`src/hw/rtl/ps2sc_pkg.sv`:
```
`default_nettype none

package ps2sc_pkg;

	localparam int ROM_DEPTH = 96;

	localparam logic [7:0] PREFIX_BYTE = 8'hE0;
	localparam logic [6:0] MAX_CODE    = 7'h5F;

	localparam logic [6:0] K_CTRL    = 7'h1D;
	localparam logic [6:0] K_SHIFT_L = 7'h2A;
	localparam logic [6:0] K_SLASH   = 7'h35;
	localparam logic [6:0] K_SHIFT_R = 7'h36;
	localparam logic [6:0] K_ALT     = 7'h38;
	localparam logic [6:0] K_CAPS    = 7'h3A;
	localparam logic [6:0] K_NUM     = 7'h45;
	localparam logic [6:0] K_SCROLL  = 7'h46;

	localparam logic [6:0] CHAR_LOWER_A = 7'h61;
	localparam logic [6:0] CHAR_LOWER_Z = 7'h7A;

	localparam logic [6:0] ROM_PLAIN [ROM_DEPTH] = '{
		7'h00, 7'h1B, 7'h31, 7'h32, 7'h33, 7'h34, 7'h35, 7'h36,
		7'h37, 7'h38, 7'h39, 7'h30, 7'h2D, 7'h3D, 7'h08, 7'h09,
		7'h71, 7'h77, 7'h65, 7'h72, 7'h74, 7'h79, 7'h75, 7'h69,
		7'h6F, 7'h70, 7'h5B, 7'h5D, 7'h0A, 7'h00, 7'h61, 7'h73,
		7'h64, 7'h66, 7'h67, 7'h68, 7'h6A, 7'h6B, 7'h6C, 7'h3B,
		7'h27, 7'h60, 7'h00, 7'h5C, 7'h7A, 7'h78, 7'h63, 7'h76,
		7'h62, 7'h6E, 7'h6D, 7'h2C, 7'h2E, 7'h2F, 7'h00, 7'h2A,
		7'h00, 7'h20, 7'h00, 7'h00, 7'h00, 7'h00, 7'h00, 7'h00,
		7'h00, 7'h00, 7'h00, 7'h00, 7'h00, 7'h00, 7'h00, 7'h37,
		7'h38, 7'h39, 7'h2D, 7'h34, 7'h35, 7'h36, 7'h2B, 7'h31,
		7'h32, 7'h33, 7'h30, 7'h2E, 7'h00, 7'h00, 7'h00, 7'h00,
		7'h00, 7'h00, 7'h00, 7'h00, 7'h00, 7'h00, 7'h00, 7'h00
	};

	localparam logic [6:0] ROM_SHIFT [ROM_DEPTH] = '{
		7'h00, 7'h1B, 7'h21, 7'h40, 7'h23, 7'h24, 7'h25, 7'h5E,
		7'h26, 7'h2A, 7'h28, 7'h29, 7'h5F, 7'h2B, 7'h08, 7'h09,
		7'h51, 7'h57, 7'h45, 7'h52, 7'h54, 7'h59, 7'h55, 7'h49,
		7'h4F, 7'h50, 7'h7B, 7'h7D, 7'h0A, 7'h00, 7'h41, 7'h53,
		7'h44, 7'h46, 7'h47, 7'h48, 7'h4A, 7'h4B, 7'h4C, 7'h3A,
		7'h22, 7'h7E, 7'h00, 7'h7C, 7'h5A, 7'h58, 7'h43, 7'h56,
		7'h42, 7'h4E, 7'h4D, 7'h3C, 7'h3E, 7'h3F, 7'h00, 7'h2A,
		7'h00, 7'h20, 7'h00, 7'h00, 7'h00, 7'h00, 7'h00, 7'h00,
		7'h00, 7'h00, 7'h00, 7'h00, 7'h00, 7'h00, 7'h00, 7'h00,
		7'h00, 7'h00, 7'h2D, 7'h00, 7'h00, 7'h00, 7'h2B, 7'h00,
		7'h00, 7'h00, 7'h00, 7'h7F, 7'h00, 7'h00, 7'h00, 7'h00,
		7'h00, 7'h00, 7'h00, 7'h00, 7'h00, 7'h00, 7'h00, 7'h00
	};

	// Codes past the table read as no character.
	function automatic logic [6:0] rom_char(input logic [6:0] code, input logic shifted);
		logic [6:0] ch;
		ch = 7'h00;
		if (code <= MAX_CODE) begin
			ch = shifted ? ROM_SHIFT[code] : ROM_PLAIN[code];
		end
		return ch;
	endfunction

endpackage

`default_nettype wire

```
`src/hw/rtl/ps2_scancode_to_ascii.sv`:
```
`default_nettype none

// Channel  Direction  Handshake            Payload
// in       sink       in_valid/in_stall    scan_byte
// out      source     out_valid/out_stall  char_valid, char_code, code_dropped, led_update,
//                                          led_pattern, shift_held, ctrl_held, alt_held
//
// One byte per cycle unless out_stall holds a pending result; an accepted byte passes the input
// register, then the table lookup and key-state update into the result register.
// Reset clears all key, lock and prefix state; no result is pending after reset.
// A stalled result holds; the input register still fills behind it, and in_stall
// rises only when both registers are full and the result is not taken.

module ps2_scancode_to_ascii import ps2sc_pkg::*; (
	input  wire        clk,
	input  wire        arst_n,
	input  wire        in_valid,
	output logic       in_stall,
	input  wire  [7:0] scan_byte,
	output logic       out_valid,
	input  wire        out_stall,
	output logic       char_valid,
	output logic [6:0] char_code,
	output logic       code_dropped,
	output logic       led_update,
	output logic [2:0] led_pattern,
	output logic       shift_held,
	output logic       ctrl_held,
	output logic       alt_held
);

	logic       valid_s1;
	logic [7:0] byte_s1;
	logic       out_valid_q;

	logic       ext_q;
	logic       caps_q, num_q, scroll_q;
	logic       lshift_q, rshift_q;
	logic [1:0] ctrl_q, alt_q;

	logic       out_advance, step;
	logic [6:0] code;
	logic       is_prefix, dropped, press, key_event;
	logic       caps_d, num_d, scroll_d, lshift_d, rshift_d;
	logic [1:0] ctrl_d, alt_d;
	logic       led_d, shift_d, sh, ext_col;
	logic [6:0] plain, ch;

	assign out_advance = !out_valid_q || !out_stall;
	assign step        = valid_s1 && out_advance;
	assign in_stall    = valid_s1 && !out_advance;
	assign out_valid   = out_valid_q;

	always_comb begin
		code        = byte_s1[6:0];
		is_prefix   = (byte_s1 == PREFIX_BYTE);
		dropped     = !is_prefix && (code > MAX_CODE);
		key_event   = !is_prefix && !dropped;
		press       = key_event && !byte_s1[7];

		ctrl_d   = ctrl_q;
		alt_d    = alt_q;
		lshift_d = lshift_q;
		rshift_d = rshift_q;
		if (key_event) begin
			if (code == K_CTRL) begin
				ctrl_d[ext_q] = press;
			end else if (code == K_ALT) begin
				alt_d[ext_q] = press;
			end else if (!ext_q && code == K_SHIFT_L) begin
				lshift_d = press;
			end else if (!ext_q && code == K_SHIFT_R) begin
				rshift_d = press;
			end
		end

		// Toggle on every press, repeats and extended forms too.
		caps_d   = caps_q ^ (press && code == K_CAPS);
		num_d    = num_q ^ (press && code == K_NUM);
		scroll_d = scroll_q ^ (press && code == K_SCROLL);
		led_d    = press && (code == K_CAPS || code == K_NUM || code == K_SCROLL);

		shift_d = lshift_d || rshift_d;
		plain   = rom_char(code, 1'b0);
		sh      = shift_d;
		if (plain >= CHAR_LOWER_A && plain <= CHAR_LOWER_Z) begin
			sh = shift_d ^ caps_d;
		end
		ext_col = ext_q && (code != K_SLASH);
		ch      = press ? rom_char(code, sh || ext_col) : 7'h00;
	end

	always_ff @(posedge clk or negedge arst_n) begin
		if (!arst_n) begin
			valid_s1    <= 1'b0;
			out_valid_q <= 1'b0;
			ext_q       <= 1'b0;
			caps_q      <= 1'b0;
			num_q       <= 1'b0;
			scroll_q    <= 1'b0;
			lshift_q    <= 1'b0;
			rshift_q    <= 1'b0;
			ctrl_q      <= 2'b00;
			alt_q       <= 2'b00;
		end else begin
			if (!in_stall) begin
				valid_s1 <= in_valid;
			end
			if (out_advance) begin
				out_valid_q <= valid_s1;
			end
			if (step) begin
				ext_q    <= is_prefix;
				caps_q   <= caps_d;
				num_q    <= num_d;
				scroll_q <= scroll_d;
				lshift_q <= lshift_d;
				rshift_q <= rshift_d;
				ctrl_q   <= ctrl_d;
				alt_q    <= alt_d;
			end
		end
	end

	always_ff @(posedge clk) begin
		if (!in_stall && in_valid) begin
			byte_s1 <= scan_byte;
		end
		if (step) begin
			char_valid   <= (ch != 7'h00);
			char_code    <= ch;
			code_dropped <= dropped;
			led_update   <= led_d;
			led_pattern  <= {caps_d, num_d, scroll_d};
			shift_held   <= shift_d;
			ctrl_held    <= |ctrl_d;
			alt_held     <= |alt_d;
		end
	end

endmodule

`default_nettype wire

```
`config.mk`:
```
export PLATFORM = sky130hd
export DESIGN_NAME = ps2_scancode_to_ascii
export DESIGN_NICKNAME = d
export VERILOG_FILES = /design/src/hw/rtl/ps2sc_pkg.sv /design/src/hw/rtl/ps2_scancode_to_ascii.sv
export SDC_FILE = /design/constraint.sdc
export NUM_CORES = 1
export LEC_CHECK = 0
export BUFFER_PORTS_ARGS = -buffer_cell sky130_fd_sc_hd__buf_4
export CAP_MARGIN = 10
export CORE_AREA = 2 2 101 103
export CTS_BUF_LIST = sky130_fd_sc_hd__clkbuf_16
export CTS_CLUSTER_SIZE = 8
export DETAILED_ROUTE_END_ITERATION = 10
export DIE_AREA = 0 0 103 105
export MAX_ROUTING_LAYER = met4
export SLEW_MARGIN = 10
export SYNTH_ARGS = -nofsm -noshare
export SYNTH_HDL_FRONTEND = slang
export SYNTH_SLANG_ARGS = --single-unit
```
`constraint.sdc`:
```
create_clock -name clk -period 5.1 [get_ports clk]
set_input_delay 0.51 -clock clk [delete_from_list [all_inputs] [get_ports clk]]
set_output_delay 0.51 -clock clk [all_outputs]
set_load 0.03 [all_outputs]
```
; Word level (Yosys, flattened, before mapping)
; Memory sizes are Yosys's and may differ from the RTL's.
; Index checks and enable logic that the tools add are counted.
[word_totals]
elab_cells = 100
memories = 2
romBits = 1792
regBits = 36
input_bits = 12
[classes]
order_cmp = 7
bitwise_logic = 5
muxes = 27
n_eq_ne = 9
reduce_logical = 31
[mem_list]
columns = memory, words, width, rd, rd_ports_with_merged_regs, wr, line_no
row1 = (no name shown), 128, 7, 1, 0, 0, ps2sc_pkg.sv:57  ; ch = shifted ? ROM_SHIFT[code] : ROM_PLAIN[code];
row2 = (no name shown), 128, 7, 1, 0, 0, ps2sc_pkg.sv:57
[op_table]
columns = op, n
row1 = two-way mux 7 bit, 8
row2 = == test 7 x 6 -> 1 bit (second input constant), 4
row3 = logical AND 1 bit, 15
row4 = == test 7 bit (second input constant), 2
row5 = <= comparator 7 bit (second input constant), 2
row6 = two-way mux 1 bit, 11
row7 = two-way mux 2 bit, 5
row8 = == test 8 bit (second input constant), 1
row9 = greater-or-equal comparator 8 bit (second input constant), 1
row10 = zero test 1 bit, 8
row11 = NOT 7 -> 8 bit, 1
row12 = == test 7 x 5 -> 1 bit (second input constant), 1
row13 = greater-or-equal comparator 7 bit (second input constant), 1
row14 = > comparator 7 bit (second input constant), 1
row15 = inequality test 7 x 6 -> 1 bit (second input constant), 1
row16 = nonzero test 7 bit, 1
row17 = logical OR 1 bit, 5
row18 = bitwise mux 2 bit, 2
row19 = OR reduction 2 bit, 2
row20 = XOR 1 bit, 4
row21 = < comparator 1 x 2 -> 1 bit (second input constant), 1
row22 = demux 1 bit (select 1 bit), 1
row23 = greater-or-equal comparator 1 bit (second input constant), 1

; Logic depth before layout (Yosys ltp)
; Gate-level depths: netlist of the first run.
[depth]
depth_word = 19
mapped_depth = 13

; Least setup slack after synthesis of the first run
; No wires, ideal clock.
[synth_path]
path_type = flip-flop to flip-flop
start = reg byte_s1[0]
end = reg char_valid, data pin
synth_period_minus_slack_ns = 3.763
required_time_ns = 4.837
path_buffers = 2
path_stages_with_launch = 14
path_slack_ns = 1.337
t_arrival_ns = 3.500
setup_time_ns = 0.263
cell_sequence = edfxtp_1 > buf_2 > inv_1 > ha_1 > buf_2 > or2_1 > a221oi_2 > nor4_1 > o22a_1 > or4_4 > o32a_1 > nand4_4 > mux2_2 > a2111o_1
[synth_between]
elab_chain_len = 19
elab_cells_between_ends = 47
cone_classes = 4 x order compare / 7 x eq/ne / 18 x mux / 3 x bitwise / 13 x reduce/logical / 2 x memory
[synth_rtl]
columns = element, line_no
row1 = start: declaration, ps2_scancode_to_ascii.sv:33  ; logic [7:0] byte_s1;
row2 = start signal: assignment, ps2_scancode_to_ascii.sv:127  ; byte_s1 <= scan_byte;
row3 = branches (longest 17 deep; another with memory (128 x 7 bit)), n/a
row4 = two-way mux 7 bit (*), ps2_scancode_to_ascii.sv:90  ; ch = press ? rom_char(code, sh || ext_col) : 7'h00;
row5 = via ch[4], ps2_scancode_to_ascii.sv:47  ; logic [6:0] plain, ch;
row6 = nonzero test 7 bit (*), ps2_scancode_to_ascii.sv:130  ; char_valid <= (ch != 7'h00);
row7 = end signal: assignment, ps2_scancode_to_ascii.sv:130
row8 = end: declaration, ps2_scancode_to_ascii.sv:22  ; output logic char_valid,
; Mark *: on every way through the listed nets, which the timed path passes. The select of a mux whose other input is x is not followed.
; A chain may end at the register's enable or synchronous reset.

; Worst setup path in the final report of the first run
[layout_path]
start = reg byte_s1[3]
end = reg char_valid, data pin
; Same word-level chain as after synthesis.

==> results.cfg, run 1 <==
[run_status]
status = completed

[global_route]
antenna_found_initial = 0
grt_max_degree = 38
grt_usage = 0.1841
gr-usage-met2 = 0.2491
grt_pass1_wl_mm = 15.11
grtUsageMet3 = 0.03946
first_global_vias = 2795
grt_use_met1 = 0.2618
overflow = 0
grt-busiest-layer = met1

[detailed_routing]
drt_iter0_drc = 438
post-route-drc-count = 0
drtAntennaViolNets = 0
wl_per_cell_um = 17.57
wirelength_mm = 9.330
first_pass_iters = 6
num_vias = 3015
viasPerCell = 5.678

[logic_synthesis]
synth_area_leaders = edfxtp_1, dfrtp_1, ha_1, nand2_1, a21oi_1
synth-edff-count = 24
synth_largest_area_cell = edfxtp_1
syn_area_sq_um = 3317
synth-seq-cells = 36
yosysSeqAreaShare = 0.3078
synth_area_per_cell_sq_um = 8.683
syn-instance-count = 382
synth_ff_type = edfxtp_1
syn_nets = 409
synth_cell_type_count = 80
synth_warnings = 0
async_flop_share = 0.3333
synth_top_area_share = 0.2173

[finish]
final_util = 0.3902
areaGrowthSynthToFinish_pct = 13.39
n_fill_cell = 996
multi_input_area_sq_um = 2068
final_common_cell = buf_4
nets = 424
layout_common_cells = buf_4, nand2_1, o21ai_0, a21oi_1
final_cell_count_no_fill = 531
antenna_cells = 0
final_area_sq_um = 3761
regArea_sq_um = 1021
drive_gt1_frac = 0.1734

[critical_path]
worstSetupPathType = reg -> reg
worstPathMaxFanout = 31
reg2reg_setup_slack_ns = 0.74
critPathRequiredTime_ns = 5.12
r2r_end = char_valid
end_kind = flip-flop
crit_arrival_ns = 4.38
crit_path_end = char_valid
start_kind = flip-flop
crit_start = byte_s1[3]
rr_worst_depth = 10
r2r-start = byte_s1[3]

[cts]
tritoncts = yes
cts_resized = 0
htreeDepth = 2
clock_latency_ns = 0.28
root_buffer = clkbuf_16
post_cts_buffers = 0
cts_sinks = 36
clock_path_buffers = 2
clk_pin_slew_ns = 0.05
cts_buffers = 5
cts_hold_buf = 0

[pwr]
ir_drop_mv = 0.1722
power_frac_seq = 0.368
power_uw = 978.6
cellPowerDensity_nw_per_um2 = 260.2
p_leak_uw = 0.001426
pwr-share-comb = 0.279
p_switching_uw = 308.6
p_int_uw = 669.9
p_sw_frac = 0.3154
pwr-share-clk = 0.353

[placement]
gp_congestion = 1.024
placement.io_buffers = 29
hpwl_mm = 6.818
postPlaceCellArea_sq_um = 3593
placedCellCount = 523

[sta]
skew_ns = 0.002713
finalCritPeriodShare = 0.8541
slew_viol_final = 0
fmax_mhz = 229.6
rsz0062_at_grt = false
slew_headroom = 0.4932
finalHoldViolations = 0
setup_viol = 0
tightest_slew_ns = 0.7602
fin_crit_ns = 4.356
fin_setup_tns_ns = 0

[floorplanning]
die_w_um = 103
dieArea_sq_um = 10820
start_util = 0.3441
core_sq_um = 9639
dieHeight_um = 105
num_io_pins = 30
rows = 36

[flow_run]
maxCapViolCount = 0

[worst_hold_path]
worst_hold_path_type = in -> async
worst min path at each step:
stage	slack (ns)	start	end
global placement	0.36	arst_n	ext_q
global route	0.06	arst_n	scroll_q
detailed placement	0.36	arst_n	caps_q
finish	0.06	arst_n	scroll_q
CTS	0.06	arst_n	scroll_q
floorplan	0.21	arst_n	alt_q[0]
kinds of logic (layout without fill, tap and decap cells):
logic type	Yosys count	in the layout	share of synthesized area
xor gates and xnor gates	9	9	0.02377
buffers and inverters	44	60	0.06865
adders and majority gates	15	15	0.05658
and+or+nand+nor	144	144	0.2316
AOI/OAI and AO/OA	118	118	0.2546
DFF	36	36	0.3078
muxes	16	16	0.05696
synthesized netlist by cell type, drive strengths merged, types with 10 or more instances:
cell type   n
ha         15
nor2       25
edfxtp     24
nand2      36
mux2i      11
buf        23
dfrtp      12
nor2b      10
nor3       10
o21ai      27
nand3      14
inv        14
nand2b     19
a21oi      26
metrics by stage:
step           hold slack [ns]  setup WS [ns]
6_report               0.05722         0.7443
5_1_grt                0.05845         0.6632
4_1_cts                0.06094         0.8935
3_5_place_dp            0.3582         0.9170
3_3_place_gp            0.3603         0.9152
2_1_floorplan           0.2144          1.337
worst max-delay path, stage by stage, from the launching register on:
cell       delay, ns
edfxtp_1        0.84
buf_4           0.43
nor2b_1         0.11
a211oi_1        0.43
a2111oi_1       0.17
o41ai_2         0.61
a21oi_2         0.11
or4_4           0.52
nand4_4         0.19
mux2_2          0.36
a2111o_1        0.30
metal layers:
metal | up-vias | routed length (um)
met4 | 0 | 319
met1 | 1385 | 4262
met2 | 152 | 4061
li1 | 1448 | -
met3 | 30 | 686
met5 | - | 0
area by class of cell:
class / count / share of cell area
clock buffers: 5 / 0.03327
clock inverters: 3 / 0.01131
inverters: 14 / 0.01397
multi-input cells: 302 / 0.5499
flip-flops and latches: 36 / 0.2715
well taps: 133 / 0.04424
repair buffers: 38 / 0.07585
state kept, by name, summed over array words and instances (netlist names), 2 cells and up:
register     cells
ctrl_q           2
char_code        7
byte_s1          8
led_pattern      3
alt_q            2
power groups by stage:
stage | sequential, uW | clock, uW | combinational (uW)
floorplan | 378 | 0 | 181
global placement | 365 | 0 | 270
detailed placement | 365 | 0 | 267
CTS | 360 | 354 | 269
global route | 363 | 370 | 295
finish | 360 | 345 | 273
(Power assumes the default switching activity.)
==> run 2, diff against run 1 <==
Settings changed: CORE_AREA 2 2 101 103 to 2 2 85 87, DIE_AREA 0 0 103 105 to 0 0 87 89, PLACE_DENSITY from default to 0.67.
==> results.cfg, run 2 (same netlist as run 1, synthesis figures left out) <==
[pwr]
power_frac_seq = 0.399
power_uw = 911.3
cellPowerDensity_nw_per_um2 = 249.3
ir_drop_mv = 0.1658
pwr-share-clk = 0.307
p_leak_uw = 0.001411
pwr-share-comb = 0.293
p_int_uw = 615.5
p_switching_uw = 295.9
p_sw_frac = 0.3246

[placement]
postPlaceCellArea_sq_um = 3520
hpwl_mm = 6.611
placement.io_buffers = 29
gp_congestion = 1.027
placedCellCount = 469

[critical_path]
r2r_end = char_valid
r2r-start = byte_s1[2]
worstSetupPathType = reg -> reg
critPathRequiredTime_ns = 5.12
end_kind = flip-flop
reg2reg_setup_slack_ns = 1.15
worstPathMaxFanout = 39
start_kind = flip-flop
crit_arrival_ns = 3.97
rr_worst_depth = 10

[detailed_routing]
drtAntennaViolNets = 0
wirelength_mm = 9.132
wl_per_cell_um = 19.14
first_pass_iters = 5
drt_iter0_drc = 272
post-route-drc-count = 0
viasPerCell = 6.512
num_vias = 3106

[finish]
reg_top3 = byte_s1 (8), char_code (7), led_pattern (3)
largest_reg_flops = 8
final_common_cell = buf_4
antenna_cells = 0
final_cell_count_no_fill = 477
layout_common_cells = buf_4, nand2_1, o21ai_0, a21oi_1
final_area_sq_um = 3656
nets = 423
regMostFlops = byte_s1
drive_gt1_frac = 0.1637
areaGrowthSynthToFinish_pct = 10.22

[floorplanning]
die_w_um = 87
dieArea_sq_um = 7743
rows = 30
dieHeight_um = 89
num_io_pins = 30
start_util = 0.4937
core_sq_um = 6719

[cts]
post_cts_buffers = 0
cts_buffers = 5
htreeDepth = 2
cts_hold_buf = 0
cts_resized = 0
clk_pin_slew_ns = 0.05
clock_path_buffers = 2
cts_sinks = 36
root_buffer = clkbuf_16
clock_latency_ns = 0.27
tritoncts = yes

[flow_run]
maxCapViolCount = 0

[sta]
fin_setup_tns_ns = 0
slew_headroom = 0.3267
rsz0062_at_grt = false
finalCritPeriodShare = 0.7737
slew_viol_final = 0
fmax_mhz = 253.4
tightest_slew_ns = 1.010
setup_viol = 0
finalHoldViolations = 0
skew_ns = 0.003075
fin_crit_ns = 3.946

[run_status]
status = completed

[global_route]
grt_pass1_wl_mm = 14.54
grt_usage = 0.2485
first_global_vias = 2870
overflow = 0
grt_max_degree = 40
antenna_found_initial = 0

[worst_hold_path]
worst_hold_path_type = in -> async
run 2: cell types whose count changed in the layout (fill, tap and decap cells not counted), sizes merged:
cell / change
inv: +1
clkinv: +1
bufinv: -1
buf: -1
clkinvlp: -1
run 2: area by class of cell:
cell class	count	area, sq um
well taps	80	100.1
clock inverters	3	11.26
repair buffers	37	277.8
flip-flops and latches	36	1021
clock buffers	5	125.1
fillers	604	3063
inverters	14	52.55
multi-input cells	302	2068
run 2: critical path, stage by stage, from the launching register on:
cell      delay [ns]
edfxtp_1        0.69
buf_4           0.46
nand2b_1        0.20
and3_1          0.16
o21ai_1         0.09
o41ai_2         0.60
a21oi_2         0.10
or4_4           0.52
nand4_4         0.19
mux2_2          0.37
a2111o_1        0.29
run 2: power by group through the flow:
stage | registers [uW] | logic, uW | clock network, uW
2_1_floorplan | 378 | 181 | 0
3_3_place_gp | 368 | 263 | 0
3_5_place_dp | 369 | 262 | 0
4_1_cts | 364 | 263 | 287
5_1_grt | 367 | 289 | 295
6_report | 364 | 267 | 280
run 2: worst max path at each step:
stage          slack (ns)    endpoint  startpoint  depth (start not counted)
2_1_floorplan        1.34  char_valid  byte_s1[0]                         13
3_3_place_gp         1.24  char_valid  byte_s1[1]                         11
3_5_place_dp         1.23  char_valid  byte_s1[0]                         11
4_1_cts              1.20  char_valid  byte_s1[0]                         11
5_1_grt              0.97  char_valid  byte_s1[5]                          9
6_report             1.15  char_valid  byte_s1[2]                         10
run 2: routing by layer:
metal / vias to the layer above / GRT usage / share of wire
met1: 1455 / 0.3197 / 0.43
met3: 23 / 0.05817 / 0.083
met5: - / - / 0
met2: 178 / 0.3796 / 0.46
met4: 0 / 0.09659 / 0.026
li1: 1450 / - / -
run 2: stage by stage:
step | setup WS (ns) | utilization | hold slack, ns
global placement | 1.245 | 0.5238 | 0.3600
CTS | 1.205 | 0.5441 | 0.06810
global route | 0.9705 | 0.5441 | 0.07046
finish | 1.154 | 0.5441 | 0.06649
floorplan | 1.337 | - | 0.2144
detailed placement | 1.228 | 0.5238 | 0.3596
==> run 3, diff against run 2 <==
Settings changed: ABC_AREA from default to 1, CORE_AREA 2 2 85 87 to 2 2 81 83, DIE_AREA 0 0 87 89 to 0 0 83 85, PLACE_DENSITY 0.67 to 0.68.
Clock period 5.1 ns to 3.7 ns, I/O delays scaled along.
==> results.cfg, run 3 <==
[flow_run]
maxCapViolCount = 0

[logic_synthesis]
synth_common_cells = nand2_1, inv_1, nand3_1
yosysMostFrequentCell = nand2_1
synth_area_leaders = edfxtp_1, nand2_1, dfrtp_1, nand3_1, ha_1
synth-edff-count = 24
synth_warnings = 0
synth_ff_type = edfxtp_1
yosysSeqAreaShare = 0.3386
synth-seq-cells = 36
syn_nets = 463
syn_area_sq_um = 3015
synth_area_per_cell_sq_um = 6.916
synth_top_area_share = 0.2390
synth_largest_area_cell = edfxtp_1
syn-instance-count = 436
synth_cell_type_count = 37
async_flop_share = 0.3333

[critical_path]
crit_arrival_ns = 3.29
cp_common_cell = nand2_1
start_kind = flip-flop
critPathRequiredTime_ns = 3.74
max_stage_delay_ns = 0.57
slowest_stage = edfxtp_1
crit_chain = inv_1 > ha_1 > nor2_1 > a21oi_1 > nand2_1 > nand2_1 > inv_1 > nand3_1 > nand2_1 > nand2_1 > nand2_1 > nor2_1 > nor2_1 > nand3_2 > nand3_4 > nand2_1 > nand3_1 > nand2_1 > nor2_1 > nand2_1
rr_worst_depth = 20
worstPathMaxFanout = 10
end_kind = flip-flop
worstSetupPathType = reg -> reg

[sta]
fmax_mhz = 308.2
slew_viol_final = 0
slew_headroom = 0.5589
tightest_slew_ns = 0.6573
setup_viol = 0
rsz0062_at_grt = false
finalHoldViolations = 0
fin_crit_ns = 3.245
skew_ns = 0.006648
fin_setup_tns_ns = 0
finalCritPeriodShare = 0.8770

[cts]
htreeDepth = 2
cts_buffers = 5
cts_sinks = 36
root_buffer = clkbuf_16
tritoncts = yes
clk_pin_slew_ns = 0.06
clock_latency_ns = 0.29
clock_path_buffers = 2

[finish]
antenna_cells = 0
n_fill_cell = 602
regMostFlops = byte_s1
final_util = 0.5606
areaGrowthSynthToFinish_pct = 15.35
largest_reg_flops = 8
final_common_cell = nand2_1
drive_gt1_frac = 0.1380
nets = 497
reg_top3 = byte_s1 (8), char_code (7), led_pattern (3)
layout_common_cells = nand2_1, inv_1, buf_4

[pwr]
p_leak_uw = 0.001736
ir_drop_mv = 0.3488
cellPowerDensity_nw_per_um2 = 502.8
power_uw = 1749

[worst_hold_path]
hold_depth = 1
worst_hold_path_type = in -> reg

[floorplanning]
dieArea_sq_um = 7055
rows = 29
num_io_pins = 30
dieHeight_um = 85
start_util = 0.4860
core_sq_um = 6205
die_w_um = 83

[detailed_routing]
wirelength_mm = 9.306
first_pass_iters = 7
drtAntennaViolNets = 0
viasPerCell = 5.648
drt_iter0_drc = 379
wl_per_cell_um = 16.98
post-route-drc-count = 0
num_vias = 3095

[placement]
gp_congestion = 1.002
hpwl_mm = 7.064
placement.io_buffers = 29

[global_route]
first_global_vias = 2995
grt_pass1_wl_mm = 15.01
overflow = 0
antenna_found_initial = 0
grt_usage = 0.2782
grt_max_degree = 26

[run_status]
status = completed
==> run 3: changes by cell type in the layout (fill, tap and decap cells not counted), sizes merged, moves of 10 or more <==
cell / previous run / this run
nand2b: 19 / 0
nor2b: 10 / 0
a21oi: 26 / 8
o21ai: 27 / 44
nand3: 14 / 42
nand2: 36 / 154
inv: 15 / 48
==> run 3: final timing paths <==
check,start,end,slack (ns)
min,scan_byte[7],byte_s1[7],0.26
max,byte_s1[0],char_valid,0.46
min in group asynchronous,arst_n,num_q,0.48
max reg2reg,byte_s1[0],char_valid,0.46
min reg2reg,valid_s1,out_valid,0.49
max in group asynchronous,arst_n,out_valid,3.06
==> run 3: worst max-delay path, delay by kind of cell, from the launching register on <==
family	cells	cell delay (ns)
compound gates	1	0.10
fa+ha+maj	1	0.42
buf+inv	2	0.28
flops	1	0.57
simple gates	16	1.63
==> run 3: final cells by class <==
type                    instances  area, sq um  area share
multi-input cells             336         1694      0.4870
flip-flops and latches         36         1021      0.2935
repair buffers                 42        317.8     0.09137
inverters                      49        186.4     0.05360
clock buffers                   6        150.1     0.04317
well taps                      77        96.34     0.02770
clock inverters                 2        12.51    0.003597
==> run 3: what timing repair did <==
item / 4_1_cts / 5_1_grt
hold buffers: 1 / 0
setup buffers: 0 / 4
endpoints found under the setup margin: 0 / 1
resized for setup: 0 / 0
hold endpoints to repair: 12 / 0
==> run 3: report_power, final <==
group	internal (uW)	switching (uW)	leakage [uW]
combinational	226	464	0.00127
sequential	551	47.6	0.000390
clock	289	171	0.0000780
==> run 3: cell families (layout without fill, tap and decap cells) <==
| logic type | Yosys count | in the layout | share of synthesized area |
|---|---|---|---|
| compound gates | 66 | 66 | 0.1228 |
| simple gates | 249 | 249 | 0.3569 |
| fa+ha+maj | 15 | 15 | 0.06224 |
| buf+inv | 64 | 99 | 0.1004 |
| flops | 36 | 36 | 0.3386 |
| xor+xnor | 2 | 2 | 0.005810 |
| mux | 4 | 4 | 0.01328 |
==> run 3: per-layer routing <==
layer,up-vias,part of all wire,GRT usage
met3,31,0.082,0.06128
met5,-,0,-
met2,167,0.46,0.4399
met4,0,0.041,0.1207
met1,1389,0.42,0.3446
li1,1508,-,-
==> run 3: per-stage QoR <==
stage | cell area (sq um) | hold slack (ns) | worst slack, ns | std cells
2_1_floorplan | 3015 | 0.07441 | 0.8667 | 436
3_3_place_gp | 3276 | 0.2202 | 0.5364 | 535
3_5_place_dp | 3276 | 0.2210 | 0.4427 | 535
4_1_cts | 3448 | 0.2594 | 0.4291 | 544
5_1_grt | 3478 | 0.2537 | 0.1298 | 548
6_report | 3478 | 0.2563 | 0.4552 | 548
